<file path="src/hw/rtl/lwe_dr_pkg.sv">
// Shared types and constants for the LWE decryption-with-rounding core.
package lwe_dr_pkg;

    localparam int FIELD_BITS   = 64;
    localparam int PLAIN_BITS   = 17;
    localparam int MSG_BITS     = 16;
    localparam int SCALE_STEPS  = PLAIN_BITS + 1;
    localparam int CFG_IDX_BITS = 1;

    localparam logic [PLAIN_BITS-1:0] PLAIN_MAX   = 17'd65536;
    localparam logic [PLAIN_BITS-1:0] PLAIN_RESET = 17'd16;

    localparam logic [CFG_IDX_BITS-1:0] CFG_CIPHER_MODULUS = 1'b0;
    localparam logic [CFG_IDX_BITS-1:0] CFG_PLAIN_MODULUS  = 1'b1;

    typedef enum logic [8:0] {
        ST_IDLE   = 9'b000000001,
        ST_REDUCE = 9'b000000010,
        ST_SETUP  = 9'b000000100,
        ST_MUL    = 9'b000001000,
        ST_ACC    = 9'b000010000,
        ST_NEG    = 9'b000100000,
        ST_PHASE  = 9'b001000000,
        ST_ROUND  = 9'b010000000,
        ST_SCALE  = 9'b100000000
    } state_t;

    typedef struct packed {
        logic load;
        logic step;
    } red_ctrl_t;

endpackage

</file>
<file path="src/hw/rtl/lwe_decrypt_round_core.sv">
// LWE decryption core: streams (a_i, s_i) pairs, keeps sum(a_i*s_i) mod q and, on the item
// flagged last, returns floor(p*((b - acc + floor(q/2p)) mod q)/q). A stored q of zero means
// q = 2^MOD_BITS; p of zero acts as 1 and p above 65536 as 65536. Items are taken one at a
// time: the next request is held off until the core is back in idle, and a last item also
// waits for the result register to drain. Operand reduction and the interleaved modular
// multiply are bit-serial, each one bit per cycle, and scaling by p is bit-serial too.
// Configuration is taken whenever the core is idle and no request is offered.
module lwe_decrypt_round_core #(
    parameter int MOD_BITS = 64
) (
    input  logic                                 clk,
    input  logic                                 rst_n,
    input  logic                                 in_valid,
    output logic                                 in_stall,
    input  logic [lwe_dr_pkg::FIELD_BITS-1:0]    mask_coeff,
    input  logic [lwe_dr_pkg::FIELD_BITS-1:0]    secret_coeff,
    input  logic [lwe_dr_pkg::FIELD_BITS-1:0]    body,
    input  logic                                 last,
    output logic                                 out_valid,
    input  logic                                 out_stall,
    output logic [lwe_dr_pkg::MSG_BITS-1:0]      message,
    input  logic                                 cfg_valid,
    output logic                                 cfg_ready,
    input  logic [lwe_dr_pkg::CFG_IDX_BITS-1:0]  cfg_index,
    input  logic [lwe_dr_pkg::FIELD_BITS-1:0]    cfg_data
);
    import lwe_dr_pkg::*;

    localparam int W     = MOD_BITS;
    localparam int CNT_W = $clog2((MOD_BITS > SCALE_STEPS) ? MOD_BITS : SCALE_STEPS);
    localparam int HD_W  = $clog2(MOD_BITS + 2);
    localparam int DIV_W = PLAIN_BITS + 1;
    localparam logic [MOD_BITS-1:0] QMOD_RESET = MOD_BITS'(64'd1024);

    state_t            state_reg, state_next;
    logic [CNT_W-1:0]  cnt_reg, cnt_next;
    logic [W-1:0]      qmod_reg;
    logic [PLAIN_BITS-1:0] pmod_reg;
    logic [W-1:0]      ip_reg, ip_next;
    logic              out_valid_reg, out_valid_next;
    logic [HD_W-1:0]   hd_cnt_reg, hd_cnt_next;

    logic              last_reg;
    logic [W-1:0]      body_reg;
    logic [W-1:0]      ipr_reg;
    logic [W-1:0]      acc_reg;
    logic [W:0]        opa_reg;
    logic [W-1:0]      mb_reg;
    logic [DIV_W-1:0]  ps_reg;
    logic [DIV_W-1:0]  quot_reg;
    logic [W:0]        hd_sh_reg;
    logic [DIV_W-1:0]  hd_rem_reg;
    logic [MSG_BITS-1:0] msg_reg;

    logic              accept;
    logic              emit_go;
    logic [W:0]        qe;
    logic [PLAIN_BITS-1:0] p_eff;
    logic [DIV_W-1:0]  divisor;

    logic              st_dbl;
    logic              st_add;
    logic [W:0]        st_y;
    logic [W+1:0]      st_t;
    logic [W+1:0]      st_q1;
    logic [W+1:0]      st_q2;
    logic [W-1:0]      st_r;
    logic [1:0]        st_c;

    logic [DIV_W:0]    hd_t;
    logic              hd_ge;

    red_ctrl_t         ra_ctrl, rb_ctrl, rc_ctrl;
    logic [W-1:0]      ra_rem, rb_rem, rc_rem;
    logic [W-1:0]      rc_din;

    assign accept    = in_valid && (state_reg == ST_IDLE);
    assign in_stall  = (state_reg != ST_IDLE);
    // a write never lands on the edge that takes a request
    assign cfg_ready = (state_reg == ST_IDLE) && !in_valid;
    assign out_valid = out_valid_reg;
    assign message   = msg_reg;
    assign emit_go   = !out_valid_reg || !out_stall;

    // zero modulus stands for 2^W
    assign qe = {(qmod_reg == '0), qmod_reg};

    always_comb
    begin
        if (pmod_reg == '0)
            p_eff = PLAIN_BITS'(1);
        else if (pmod_reg > PLAIN_MAX)
            p_eff = PLAIN_MAX;
        else
            p_eff = pmod_reg;
    end

    assign divisor = {p_eff, 1'b0};

    // operand reduction units
    assign ra_ctrl = '{load: accept, step: (state_reg == ST_REDUCE)};
    assign rb_ctrl = '{load: accept, step: (state_reg == ST_REDUCE)};
    assign rc_ctrl = '{load: accept || (state_reg == ST_SETUP),
                       step: (state_reg == ST_REDUCE) || (state_reg == ST_MUL)};
    assign rc_din  = (state_reg == ST_SETUP) ? body_reg : ip_reg;

    lwe_dr_reduce #(.W(W)) u_red_a (
        .clk  (clk),
        .ctrl (ra_ctrl),
        .din  (mask_coeff[W-1:0]),
        .qe   (qe),
        .rem  (ra_rem)
    );

    lwe_dr_reduce #(.W(W)) u_red_b (
        .clk  (clk),
        .ctrl (rb_ctrl),
        .din  (secret_coeff[W-1:0]),
        .qe   (qe),
        .rem  (rb_rem)
    );

    // inner product first, then the body during the multiply
    lwe_dr_reduce #(.W(W)) u_red_c (
        .clk  (clk),
        .ctrl (rc_ctrl),
        .din  (rc_din),
        .qe   (qe),
        .rem  (rc_rem)
    );

    // shared modular step: (dbl ? 2x : x) + y, reduced from below 3q; st_c counts the wraps
    always_comb
    begin
        st_dbl = 1'b0;
        st_add = 1'b0;
        case (state_reg)
            ST_MUL:
            begin
                st_dbl = 1'b1;
                st_add = mb_reg[W-1];
            end
            ST_ACC, ST_PHASE, ST_ROUND:
            begin
                st_add = 1'b1;
            end
            ST_SCALE:
            begin
                st_dbl = 1'b1;
                st_add = ps_reg[DIV_W-1];
            end
            default:
            begin
                st_dbl = 1'b0;
                st_add = 1'b0;
            end
        endcase
    end

    assign st_y  = (state_reg == ST_ACC) ? {1'b0, ipr_reg} : opa_reg;
    assign st_t  = (st_dbl ? {1'b0, acc_reg, 1'b0} : {2'b00, acc_reg})
                 + (st_add ? {1'b0, st_y} : '0);
    assign st_q1 = {1'b0, qe};
    assign st_q2 = {qe, 1'b0};

    always_comb
    begin
        if (st_t >= st_q2)
        begin
            st_r = W'(st_t - st_q2);
            st_c = 2'd2;
        end
        else if (st_t >= st_q1)
        begin
            st_r = W'(st_t - st_q1);
            st_c = 2'd1;
        end
        else
        begin
            st_r = st_t[W-1:0];
            st_c = 2'd0;
        end
    end

    // restoring divider for floor(q / 2p), started with each request
    assign hd_t  = {hd_rem_reg, hd_sh_reg[W]};
    assign hd_ge = (hd_t >= {1'b0, divisor});

    always_comb
    begin
        state_next     = state_reg;
        cnt_next       = cnt_reg;
        ip_next        = ip_reg;
        out_valid_next = out_valid_reg && out_stall;
        hd_cnt_next    = (hd_cnt_reg != '0) ? hd_cnt_reg - HD_W'(1) : hd_cnt_reg;
        case (state_reg)
            ST_IDLE:
            begin
                if (in_valid)
                begin
                    state_next  = ST_REDUCE;
                    cnt_next    = CNT_W'(MOD_BITS - 1);
                    hd_cnt_next = HD_W'(MOD_BITS + 1);
                end
            end
            ST_REDUCE:
            begin
                cnt_next = cnt_reg - CNT_W'(1);
                if (cnt_reg == '0)
                    state_next = ST_SETUP;
            end
            ST_SETUP:
            begin
                state_next = ST_MUL;
                cnt_next   = CNT_W'(MOD_BITS - 1);
            end
            ST_MUL:
            begin
                cnt_next = cnt_reg - CNT_W'(1);
                if (cnt_reg == '0)
                    state_next = ST_ACC;
            end
            ST_ACC:
            begin
                if (last_reg)
                begin
                    ip_next    = '0;
                    state_next = ST_NEG;
                end
                else
                begin
                    ip_next    = st_r;
                    state_next = ST_IDLE;
                end
            end
            ST_NEG:
            begin
                state_next = ST_PHASE;
            end
            ST_PHASE:
            begin
                state_next = ST_ROUND;
            end
            ST_ROUND:
            begin
                state_next = ST_SCALE;
                cnt_next   = CNT_W'(SCALE_STEPS - 1);
            end
            ST_SCALE:
            begin
                if (cnt_reg == '0)
                begin
                    if (emit_go)
                    begin
                        out_valid_next = 1'b1;
                        state_next     = ST_IDLE;
                    end
                end
                else
                begin
                    cnt_next = cnt_reg - CNT_W'(1);
                end
            end
            default:
            begin
                state_next = ST_IDLE;
            end
        endcase
    end

    always_ff @(posedge clk or negedge rst_n)
    begin
        if (!rst_n)
        begin
            state_reg     <= ST_IDLE;
            cnt_reg       <= '0;
            ip_reg        <= '0;
            out_valid_reg <= 1'b0;
            hd_cnt_reg    <= '0;
            qmod_reg      <= QMOD_RESET;
            pmod_reg      <= PLAIN_RESET;
        end
        else
        begin
            state_reg     <= state_next;
            cnt_reg       <= cnt_next;
            ip_reg        <= ip_next;
            out_valid_reg <= out_valid_next;
            hd_cnt_reg    <= hd_cnt_next;
            if (cfg_valid && cfg_ready)
            begin
                case (cfg_index)
                    CFG_CIPHER_MODULUS: qmod_reg <= cfg_data[W-1:0];
                    CFG_PLAIN_MODULUS:  pmod_reg <= cfg_data[PLAIN_BITS-1:0];
                    default: ;
                endcase
            end
        end
    end

    // divider datapath
    always_ff @(posedge clk)
    begin
        if (accept)
        begin
            hd_sh_reg  <= qe;
            hd_rem_reg <= '0;
        end
        else if (hd_cnt_reg != '0)
        begin
            hd_sh_reg  <= {hd_sh_reg[W-1:0], hd_ge};
            hd_rem_reg <= hd_ge ? DIV_W'(hd_t - {1'b0, divisor}) : hd_t[DIV_W-1:0];
        end
    end

    // main datapath; the final scale step is held until the result register is free
    always_ff @(posedge clk)
    begin
        if (accept)
        begin
            body_reg <= body[W-1:0];
            last_reg <= last;
        end
        case (state_reg)
            ST_SETUP:
            begin
                ipr_reg <= rc_rem;
                mb_reg  <= rb_rem;
                opa_reg <= {1'b0, ra_rem};
                acc_reg <= '0;
            end
            ST_MUL:
            begin
                acc_reg <= st_r;
                mb_reg  <= mb_reg << 1;
            end
            ST_ACC:
            begin
                acc_reg <= st_r;
            end
            ST_NEG:
            begin
                // q - acc lies in (0, q]; body + (q - acc) wraps to the phase
                opa_reg <= qe - {1'b0, acc_reg};
                acc_reg <= rc_rem;
            end
            ST_PHASE:
            begin
                acc_reg <= st_r;
                opa_reg <= {1'b0, hd_sh_reg[W-1:0]};
            end
            ST_ROUND:
            begin
                opa_reg  <= {1'b0, st_r};
                acc_reg  <= '0;
                ps_reg   <= {1'b0, p_eff};
                quot_reg <= '0;
            end
            ST_SCALE:
            begin
                if (cnt_reg != '0 || emit_go)
                begin
                    acc_reg  <= st_r;
                    ps_reg   <= ps_reg << 1;
                    quot_reg <= {quot_reg[DIV_W-2:0], 1'b0} + DIV_W'(st_c);
                end
                if (cnt_reg == '0 && emit_go)
                    msg_reg <= MSG_BITS'({quot_reg[DIV_W-2:0], 1'b0} + DIV_W'(st_c));
            end
            default: ;
        endcase
    end

`ifndef SYNTH
    a_out_from_scale: assert property (@(posedge clk) disable iff (!rst_n)
        $rose(out_valid_reg) |-> $past(state_reg == ST_SCALE))
        else $error("result raised outside the scaling step");

    a_ip_reduced: assert property (@(posedge clk) disable iff (!rst_n)
        (state_reg == ST_ACC) && !last_reg |=> ({1'b0, ip_reg} < qe))
        else $error("inner product not reduced mod q");

    a_msg_range: assert property (@(posedge clk) disable iff (!rst_n)
        $rose(out_valid_reg) |-> ({1'b0, msg_reg} < p_eff))
        else $error("message not below plain modulus");

    a_half_ready: assert property (@(posedge clk) disable iff (!rst_n)
        (state_reg == ST_PHASE) |-> (hd_cnt_reg == '0))
        else $error("rounding offset not ready at phase step");
`endif

endmodule

</file>
<file path="src/hw/rtl/lwe_dr_reduce.sv">
// Bit-serial reduction of one operand modulo a runtime modulus, MSB first.
module lwe_dr_reduce #(
    parameter int W = 64
) (
    input  logic                  clk,
    input  lwe_dr_pkg::red_ctrl_t ctrl,
    input  logic [W-1:0]          din,
    input  logic [W:0]            qe,
    output logic [W-1:0]          rem
);
    import lwe_dr_pkg::*;

    logic [W-1:0] sh_reg;
    logic [W-1:0] rem_reg;
    logic [W:0]   trial;
    logic         ge;

    // rem < q, so 2*rem + bit < 2q and one subtract is enough
    assign trial = {rem_reg, sh_reg[W-1]};
    assign ge    = (trial >= qe);
    assign rem   = rem_reg;

    always_ff @(posedge clk)
    begin
        if (ctrl.load)
        begin
            sh_reg  <= din;
            rem_reg <= '0;
        end
        else if (ctrl.step)
        begin
            sh_reg  <= sh_reg << 1;
            rem_reg <= ge ? W'(trial - qe) : trial[W-1:0];
        end
    end

endmodule
</file>
<file path="config.mk">
export PLATFORM = sky130hd
export DESIGN_NAME = lwe_decrypt_round_core
export DESIGN_NICKNAME = d
export VERILOG_FILES = /design/src/hw/rtl/lwe_dr_pkg.sv /design/src/hw/rtl/lwe_decrypt_round_core.sv /design/src/hw/rtl/lwe_dr_reduce.sv
export SDC_FILE = /design/constraint.sdc
export NUM_CORES = 2
export LEC_CHECK = 0
export BUFFER_PORTS_ARGS = -buffer_cell sky130_fd_sc_hd__buf_4
export CAP_MARGIN = 10
export CORE_MARGIN = 4
export CORE_UTILIZATION = 40
export DETAILED_ROUTE_END_ITERATION = 8
export HOLD_SLACK_MARGIN = 0.08
export MAX_ROUTING_LAYER = met4
export PLACE_DENSITY = 0.57
export SLEW_MARGIN = 10
export SYNTH_ARGS = -nofsm -noshare
export SYNTH_HDL_FRONTEND = slang
export SYNTH_HIERARCHICAL = 1
export SYNTH_SLANG_ARGS = --single-unit
</file>
<file path="constraint.sdc">
create_clock -name clk -period 8.3 [get_ports clk]
set_clock_uncertainty 0.05 [all_clocks]
set_input_delay 2.49 -clock clk [delete_from_list [all_inputs] [get_ports clk]]
set_output_delay 2.49 -clock clk [all_outputs]
set_load 0.02 [all_outputs]
</file>
# After elaboration in Yosys (flattened, before gate mapping)
# Index checks and enable logic that the tools add are counted.
word_totals:
  in_bits: 263
  elab_cells: 146
  out_inout_bits: 19
  register_bits: 1006
op_classes:
  reduce_logical: 37
  n_addsub: 11
  order_cmp: 7
  eq_ne: 17
  muxes: 49
  bitwise_logic: 1
ops:
  columns: ["cell", "count"]
  rows:
  - ["$mux 64", 14]
  - ["$mux 65", 5]
  - ["$sub 64x64->64", 5]
  - ["$pmux 65 s4", 1]
  - ["$pmux 64 s4", 1]
  - ["$ge 65x65->1", 3]
  - ["$pmux 64 s2", 1]
  - ["$pmux 9 s9", 1]
  - ["$add 65x65->66", 1]
  - ["$ge 66x65->1", 1]
  - ["$ge 66x66->1", 1]
  - ["$sub 65x64->65", 1]
  - ["$logic_not 64->1", 1]
  - ["$mux 9", 5]
  - ["$mux 18", 2]
  - ["$pmux 18 s2", 1]
  - ["$mux 17", 2]
  - ["$pmux 15 s2", 1]
  - ["$pmux 6 s5", 1]
  - ["$mux 7", 3]
  - ["$ge 19x18->1", 1]
  - ["$mux 6", 3]
  - ["$sub 18x18->18", 1]
  - ["$gt 17x17->1 const B", 1]
  - ["other kinds (35)", 65]

# Depth between registers and ports, before layout
depth:
  word_depth: 11
  ltp_mapped: 41
  ltp_nobuf: 34

# Hierarchy
# Netlist, hierarchy kept.
modules_own_cells:
  columns: ["module", "area_each_um2", "cells_per_inst", "n_inst"]
  rows:
  - ["lwe_decrypt_round_core", 45135.8, 5167, 1]
  - ["lwe_dr_reduce at u_red_a ...", 9808.2, 1158, 2]
  - ["lwe_dr_reduce at u_red_c", 9545.4, 1126, 1]

# Least setup slack after synthesis
# OpenSTA, ideal clock, no wires.
synth_timing:
  kind: "reg-to-reg"
  from: "reg state_reg[3]"
  to: "reg quot_reg[13], data pin"
  t_arrival_ns: 8.064
  path_stages_with_launch: 40
  path_buffers: 7
  slack_ns: -0.069
  setup_ns: 0.255
  t_required_ns: 7.995
  path_cell_list: "dfrtp_1 clkbuf_1 nor4_1 nand2_1 nor4b_1 nand2_1 and3_1 clkbuf_1 buf_1 a21oi_1 ha_1 inv_1 fa_1 nand2b_1 a21oi_1 o21ai_0 a2111oi_2 o311ai_1 (+4 left out) clkbuf_1 and3_1 clkbuf_1 nand4_1 or3_1 o21ai_0 o21a_1 a311oi_2 inv_1 clkbuf_1 buf_2 ha_1 ha_1 nand3_1 nor2_1 nand2_1 xnor2_1 and2_1"
synth_between:
  elab_chain_len: 11
  elab_cells_between_ends: 20
synth_lines:
  columns: ["element", "line", "rtl"]
  rows:
  - ["start, declared", "lwe_decrypt_round_core.sv:35", "state_t state_reg, state_next;"]
  - ["start signal, assigned", "lwe_decrypt_round_core.sv:285", "state_reg <= state_next;"]
  - ["$eq 9x5->1, or another cell as far along", "lwe_decrypt_round_core.sv:137, lwe_decrypt_round_core.sv:160", null]
  - ["$reduce_or 3->1 / $reduce_or 2->1 (equally long branches)", null, null]
  - ["$pmux 1 s3 / $mux 1 (equally long branches)", "lwe_decrypt_round_core.sv:137", "case (state_reg)"]
  - ["$mux 65, on equally long branches", "lwe_decrypt_round_core.sv:162, lwe_decrypt_round_core.sv:161", null]
  - ["$add 65x65->66", "lwe_decrypt_round_core.sv:162", "+ (st_add ? {1'b0, st_y} : '0);"]
  - ["$ge 66x65->1", "lwe_decrypt_round_core.sv:173", "else if (st_t >= st_q1)"]
  - ["$mux 1", "lwe_decrypt_round_core.sv:173", null]
  - ["$mux 2", "lwe_decrypt_round_core.sv:168", "if (st_t >= st_q2)"]
  - ["$add 16x2->16", null, null]
  - ["$mux 15", "lwe_decrypt_round_core.sv:361", "if (cnt_reg != '0 || emit_go)"]
  - ["$pmux 15 s2 *", "lwe_decrypt_round_core.sv:324", "case (state_reg)"]
  - ["end signal, assigned", "lwe_decrypt_round_core.sv:365", "quot_reg <= {quot_reg[DIV_W-2:0], 1'b0} + DIV_W'(st_c);"]
  - ["end, declared", "lwe_decrypt_round_core.sv:50", "logic [DIV_W-1:0] quot_reg;"]
# Every way passes the cells marked *; elsewhere a longest branch is shown, timed or not. The select of a mux whose other input is x is not followed.
# A chain may end at the register's enable or synchronous reset.

# Worst setup path in the final report
layout_timing:
  from: "reg state_reg[5]"
  to: "reg acc_reg[14], data pin"
layout_between:
  elab_chain_len: 10
  elab_cells_between_ends: 25
layout_lines:
  columns: ["element", "line", "rtl"]
  rows:
  - ["$eq 9x5->1, or another cell as far along", "lwe_decrypt_round_core.sv:137, lwe_decrypt_round_core.sv:160, lwe_decrypt_round_core.sv:324", null]
  - ["$reduce_or 3->1 / $reduce_or 2->1 (equally long branches)", null, null]
  - ["$pmux 1 s3 / $mux 1 (equally long branches)", "lwe_decrypt_round_core.sv:137", null]
  - ["$mux 65, on equally long branches", "lwe_decrypt_round_core.sv:162, lwe_decrypt_round_core.sv:161", null]
  - ["$add 65x65->66", "lwe_decrypt_round_core.sv:162", null]
  - ["$sub 64x64->64 / $ge 66x65->1 (equally long branches)", "lwe_decrypt_round_core.sv:175, lwe_decrypt_round_core.sv:173", null]
  - ["$mux 64", "lwe_decrypt_round_core.sv:173", null]
  - ["$mux 64", "lwe_decrypt_round_core.sv:168", null]
  - ["$mux 64", "lwe_decrypt_round_core.sv:361", null]
  - ["$pmux 64 s4 *", "lwe_decrypt_round_core.sv:324", null]
  - ["end signal, assigned", "lwe_decrypt_round_core.sv:334", "acc_reg <= st_r;"]
  - ["end signal, assigned", "lwe_decrypt_round_core.sv:339", "acc_reg <= st_r;"]
  - ["end signal, assigned", "lwe_decrypt_round_core.sv:363", "acc_reg <= st_r;"]
  - ["end, declared", "lwe_decrypt_round_core.sv:46", "logic [W-1:0] acc_reg;"]
# Marks and branches as above.

==> results.sh <==
export IMPL_netlist_instances=8609
export IMPL_synth_edff_count=628
export IMPL_syn_area_um2=74300
export IMPL_outcome="finished, final reports clean"
export IMPL_slowest_stage="o31ai_4"
export IMPL_die_area_um2=193000
export IMPL_drv_slew=0
export IMPL_fin_crit_sh_pct=97.2
export IMPL_intPower_w=0.0216
export IMPL_coreArea_um2=184000
export IMPL_p_leak_nw=37.4
export IMPL_gr_usage_met2_pct=47.2
export IMPL_grt_max_degree=149
export IMPL_area_growth_pct=19.0
export IMPL_synth_nets=9355
export IMPL_top_usage_layer="met1"
export IMPL_power_switching_w=0.0219
export IMPL_cts_sinks=1006
export IMPL_crit_path_end_kind="flip-flop"
export IMPL_critical_path_startpoint="state_reg[5]$_DFFE_PN0P_"
export IMPL_track_usage_pct=33.6
export IMPL_min_to="hd_rem_reg[17]$_SDFFE_PP0N_"
export IMPL_crit_fanout=26
export IMPL_synthSimpleGateAreaFrac_pct=16.7
export IMPL_ios=282
export IMPL_startpoint_type="flip-flop"
export IMPL_gp_congestion=1.03
export IMPL_sw_frac_of_total_pct=50.2
export IMPL_dp_cells=11700
export IMPL_power_frac_seq_pct=22.5
export IMPL_p_total_w=0.0435
export IMPL_avgSynthCellArea_um2=8.63
export IMPL_min_from="hd_rem_reg[17]$_SDFFE_PP0N_"
export IMPL_worstHoldPathType="flip-flop to flip-flop"
export IMPL_use_met3_pct=6.82
export IMPL_hpwlAfterDp_mm=260
export IMPL_placementRows=157
export IMPL_hold_buffers=0
export IMPL_ir_drop_mv=0.227
export IMPL_synth_warnings=6
export IMPL_r2r_start="state_reg[5]$_DFFE_PN0P_"
export IMPL_first_iter_violations=7824
export IMPL_cp_slowest_stage_delay_ns=0.54
export IMPL_fmaxAchievable_mhz=124
export IMPL_hold_depth=1
export IMPL_yosys_area_share_xor_xnor_pct=4.47
export IMPL_crit_type="flip-flop to flip-flop"
export IMPL_routedWlPerCell_um=27.4
export IMPL_muxShareOfSynthArea_pct=5.06
export IMPL_drtAntennaViolNets=0
export IMPL_tightest_slew_ns=1.13
export IMPL_grt_pass1_wl_mm=465
export IMPL_r2r_slack_ns=0.23
export IMPL_ys_seq_area_share_pct=36.7
export IMPL_worstPathRequired_ns=8.76
export IMPL_finalSetupViolations=0
export IMPL_synth_top_family_by_area="compound AO/OA/AOI/OAI gates"
export IMPL_hold_violations=0
export IMPL_grt_ovfl_total=0
export IMPL_cap_violations=0
export IMPL_arrival_ns=8.53
export IMPL_viasPerCell=5.98
export IMPL_met1_usage_pct=47.4
export IMPL_period_needed_ns=8.07
export IMPL_vias=71200
export IMPL_cts_tree="yes"
export IMPL_die_w_um=439
export IMPL_reg2reg_depth=34
export IMPL_power_frac_comb_pct=64.9
export IMPL_die_y_um=439
export IMPL_synth_seq_cells=1006
export IMPL_drc_errors=0
export IMPL_r2r_end="acc_reg[14]$_DFFE_PP_"
export IMPL_grt_pass1_vias=67900
export IMPL_placement_io_buffers=281
export IMPL_drive_gt1_share_pct=18.8
export IMPL_final_cell_mix="1390 x nand2_1, 1052 x buf_4, 668 x a21oi_1"
export IMPL_powerDensity_nw_per_um2=492
export IMPL_fillers=18200
export IMPL_synth_compound_area_share_pct=23.6
export IMPL_crit_top_cell="buf_4"
export IMPL_initial_core_util_pct=40.4
export IMPL_final_nets=10100
export IMPL_ys_flop_type="edfxtp_1"
export IMPL_insertion_delay_ns=0.81
export IMPL_dr_pass1_iters=7
export IMPL_htreeDepth=3
export IMPL_final_common_cell="nand2_1"
export IMPL_clk_path_buf_depth=3
export IMPL_drt_wl_total_mm=326
export IMPL_synth_distinct_cells=123
export IMPL_async_flop_share_pct=16.7
export IMPL_synth_adder_area_share_pct=8.21
export IMPL_cts_clk_slew_worst_paths_ns=0.07
export IMPL_cts_root_buffer="clkbuf_16"
export IMPL_p_clk_share_pct=12.5
export IMPL_cts_made_buffers=118
export IMPL_max_slew_margin_rel_pct=24.2
export IMPL_stdcell_count=11900
export IMPL_antenna_found_initial=17
-- repair_timing --
action | CTS | global route
pin swaps | 4 | 20
resized for setup | 15 | 62
endpoints found under the setup margin | 192 | 215
setup buffers | 1 | 7
gates cloned | 0 | 4
hold endpoints to repair | 0 | 0
-- cells in the mapped netlist, drive strengths merged (16+ instances only) --
master	count	area, µm²
a21o	247	1850
o21a	68	512
o31ai	49	398
nand3	114	576
dfrtp	165	4130
dfxtp	210	4200
xor2	135	1180
a211oi	66	523
mux2i	55	551
a31o	21	184
xnor2	244	2140
o221ai	18	158
o31a	18	166
inv	506	1900
a22oi	27	203
and2	70	443
a311oi	148	1310
buf	120	668
a21oi	685	3460
or2	21	131
nand4	154	982
mux2	285	3210
and3	65	412
a221o	27	270
nand2b	36	225
ha	475	5940
a222oi	29	290
a21boi	40	308
a22o	53	464
edfxtp	628	18900
nor2b	55	352
a221oi	28	258
nor4	50	319
a31oi	81	568
a211o	16	140
o21bai	106	796
nand2	1401	5260
o311ai	20	245
or3	42	268
nor3	107	557
a2111oi	31	340
nor2	553	2090
o21ai	710	3560
o211ai	75	593
clkbuf	359	1350
-- stage by stage --
step                util [%]  TNS (ns)  setup slack (ns)  hold WS [ns]  instance area, µm²
floorplan                  -         0            0.0255         0.378               74300
global placement        45.6    -42.59            -0.807         0.393               83800
detailed placement      45.6    -35.96            -0.618         0.402               83900
CTS                     47.8         0           0.00848         0.416               88000
global route            48.1    -0.245           -0.0402         0.445               88400
finish                  48.1         0             0.235         0.414               88400
-- power by group through the flow --
stage	Combinational, W	Clock, W	Sequential [W]
floorplan	0.0176	0	0.00843
global placement	0.0273	0	0.00973
detailed placement	0.0273	0	0.00973
CTS	0.0275	0.00555	0.00965
global route	0.0305	0.00575	0.00988
finish	0.0282	0.00545	0.00980
-- worst max-delay path: cells and delay by family (launching register included) --
family | cells | cell delay (ns)
buffers and inverters | 11 | 1.82
DFF | 1 | 0.39
muxes | 1 | 0.35
AOI/OAI and AO/OA | 14 | 2.87
and+or+nand+nor | 6 | 1.45
adders and majority gates | 2 | 0.80
-- worst max-delay path by stage --
| stage | slack (ns) | endpoint | cells past startpoint |
|---|---|---|---|
| final | 0.23 | acc_reg[14]$_DFFE_PP_ | 34 |
| after global routing | -0.04 | acc_reg[14]$_DFFE_PP_ | 33 |
| after detailed placement | -0.62 | quot_reg[11]$_SDFFCE_PN0P_ | 37 |
| after CTS | 0.008 | opa_reg[5]$_DFFE_PP_ | 34 |
| after floorplan | 0.03 | quot_reg[13]$_SDFFCE_PN0P_ | 39 |
| after global placement | -0.81 | opa_reg[8]$_DFFE_PP_ | 35 |
-- kinds of logic (layout without fill, tap and decap cells) --
family,count (synthesis),count (layout)
AOI/OAI and AO/OA,2662,2662
xor gates and xnor gates,379,379
adders and majority gates,483,483
buffers and inverters,987,1813
DFF,1006,1006
muxes,340,340
other,0,12
and+or+nand+nor,2752,2752
-- cell type report --
type,instances,area (µm²),area share (%)
antenna,12,30.0,0.0340
clock buffer,162,3310,3.74
clock inverter,64,712,0.805
inverter,508,1930,2.18
multi-input combinational,6616,43600,49.4
sequential,1006,27300,30.8
tap,2464,3080,3.49
timing repair buffer,1079,8450,9.56
-- routing by layer --
layer	share of wire [%]	routed length, µm
met5	0	0
met4	4.3	13900
met3	9.7	31500
met2	41	134000
met1	45	146000
Power figures use the tool's default switching activity.
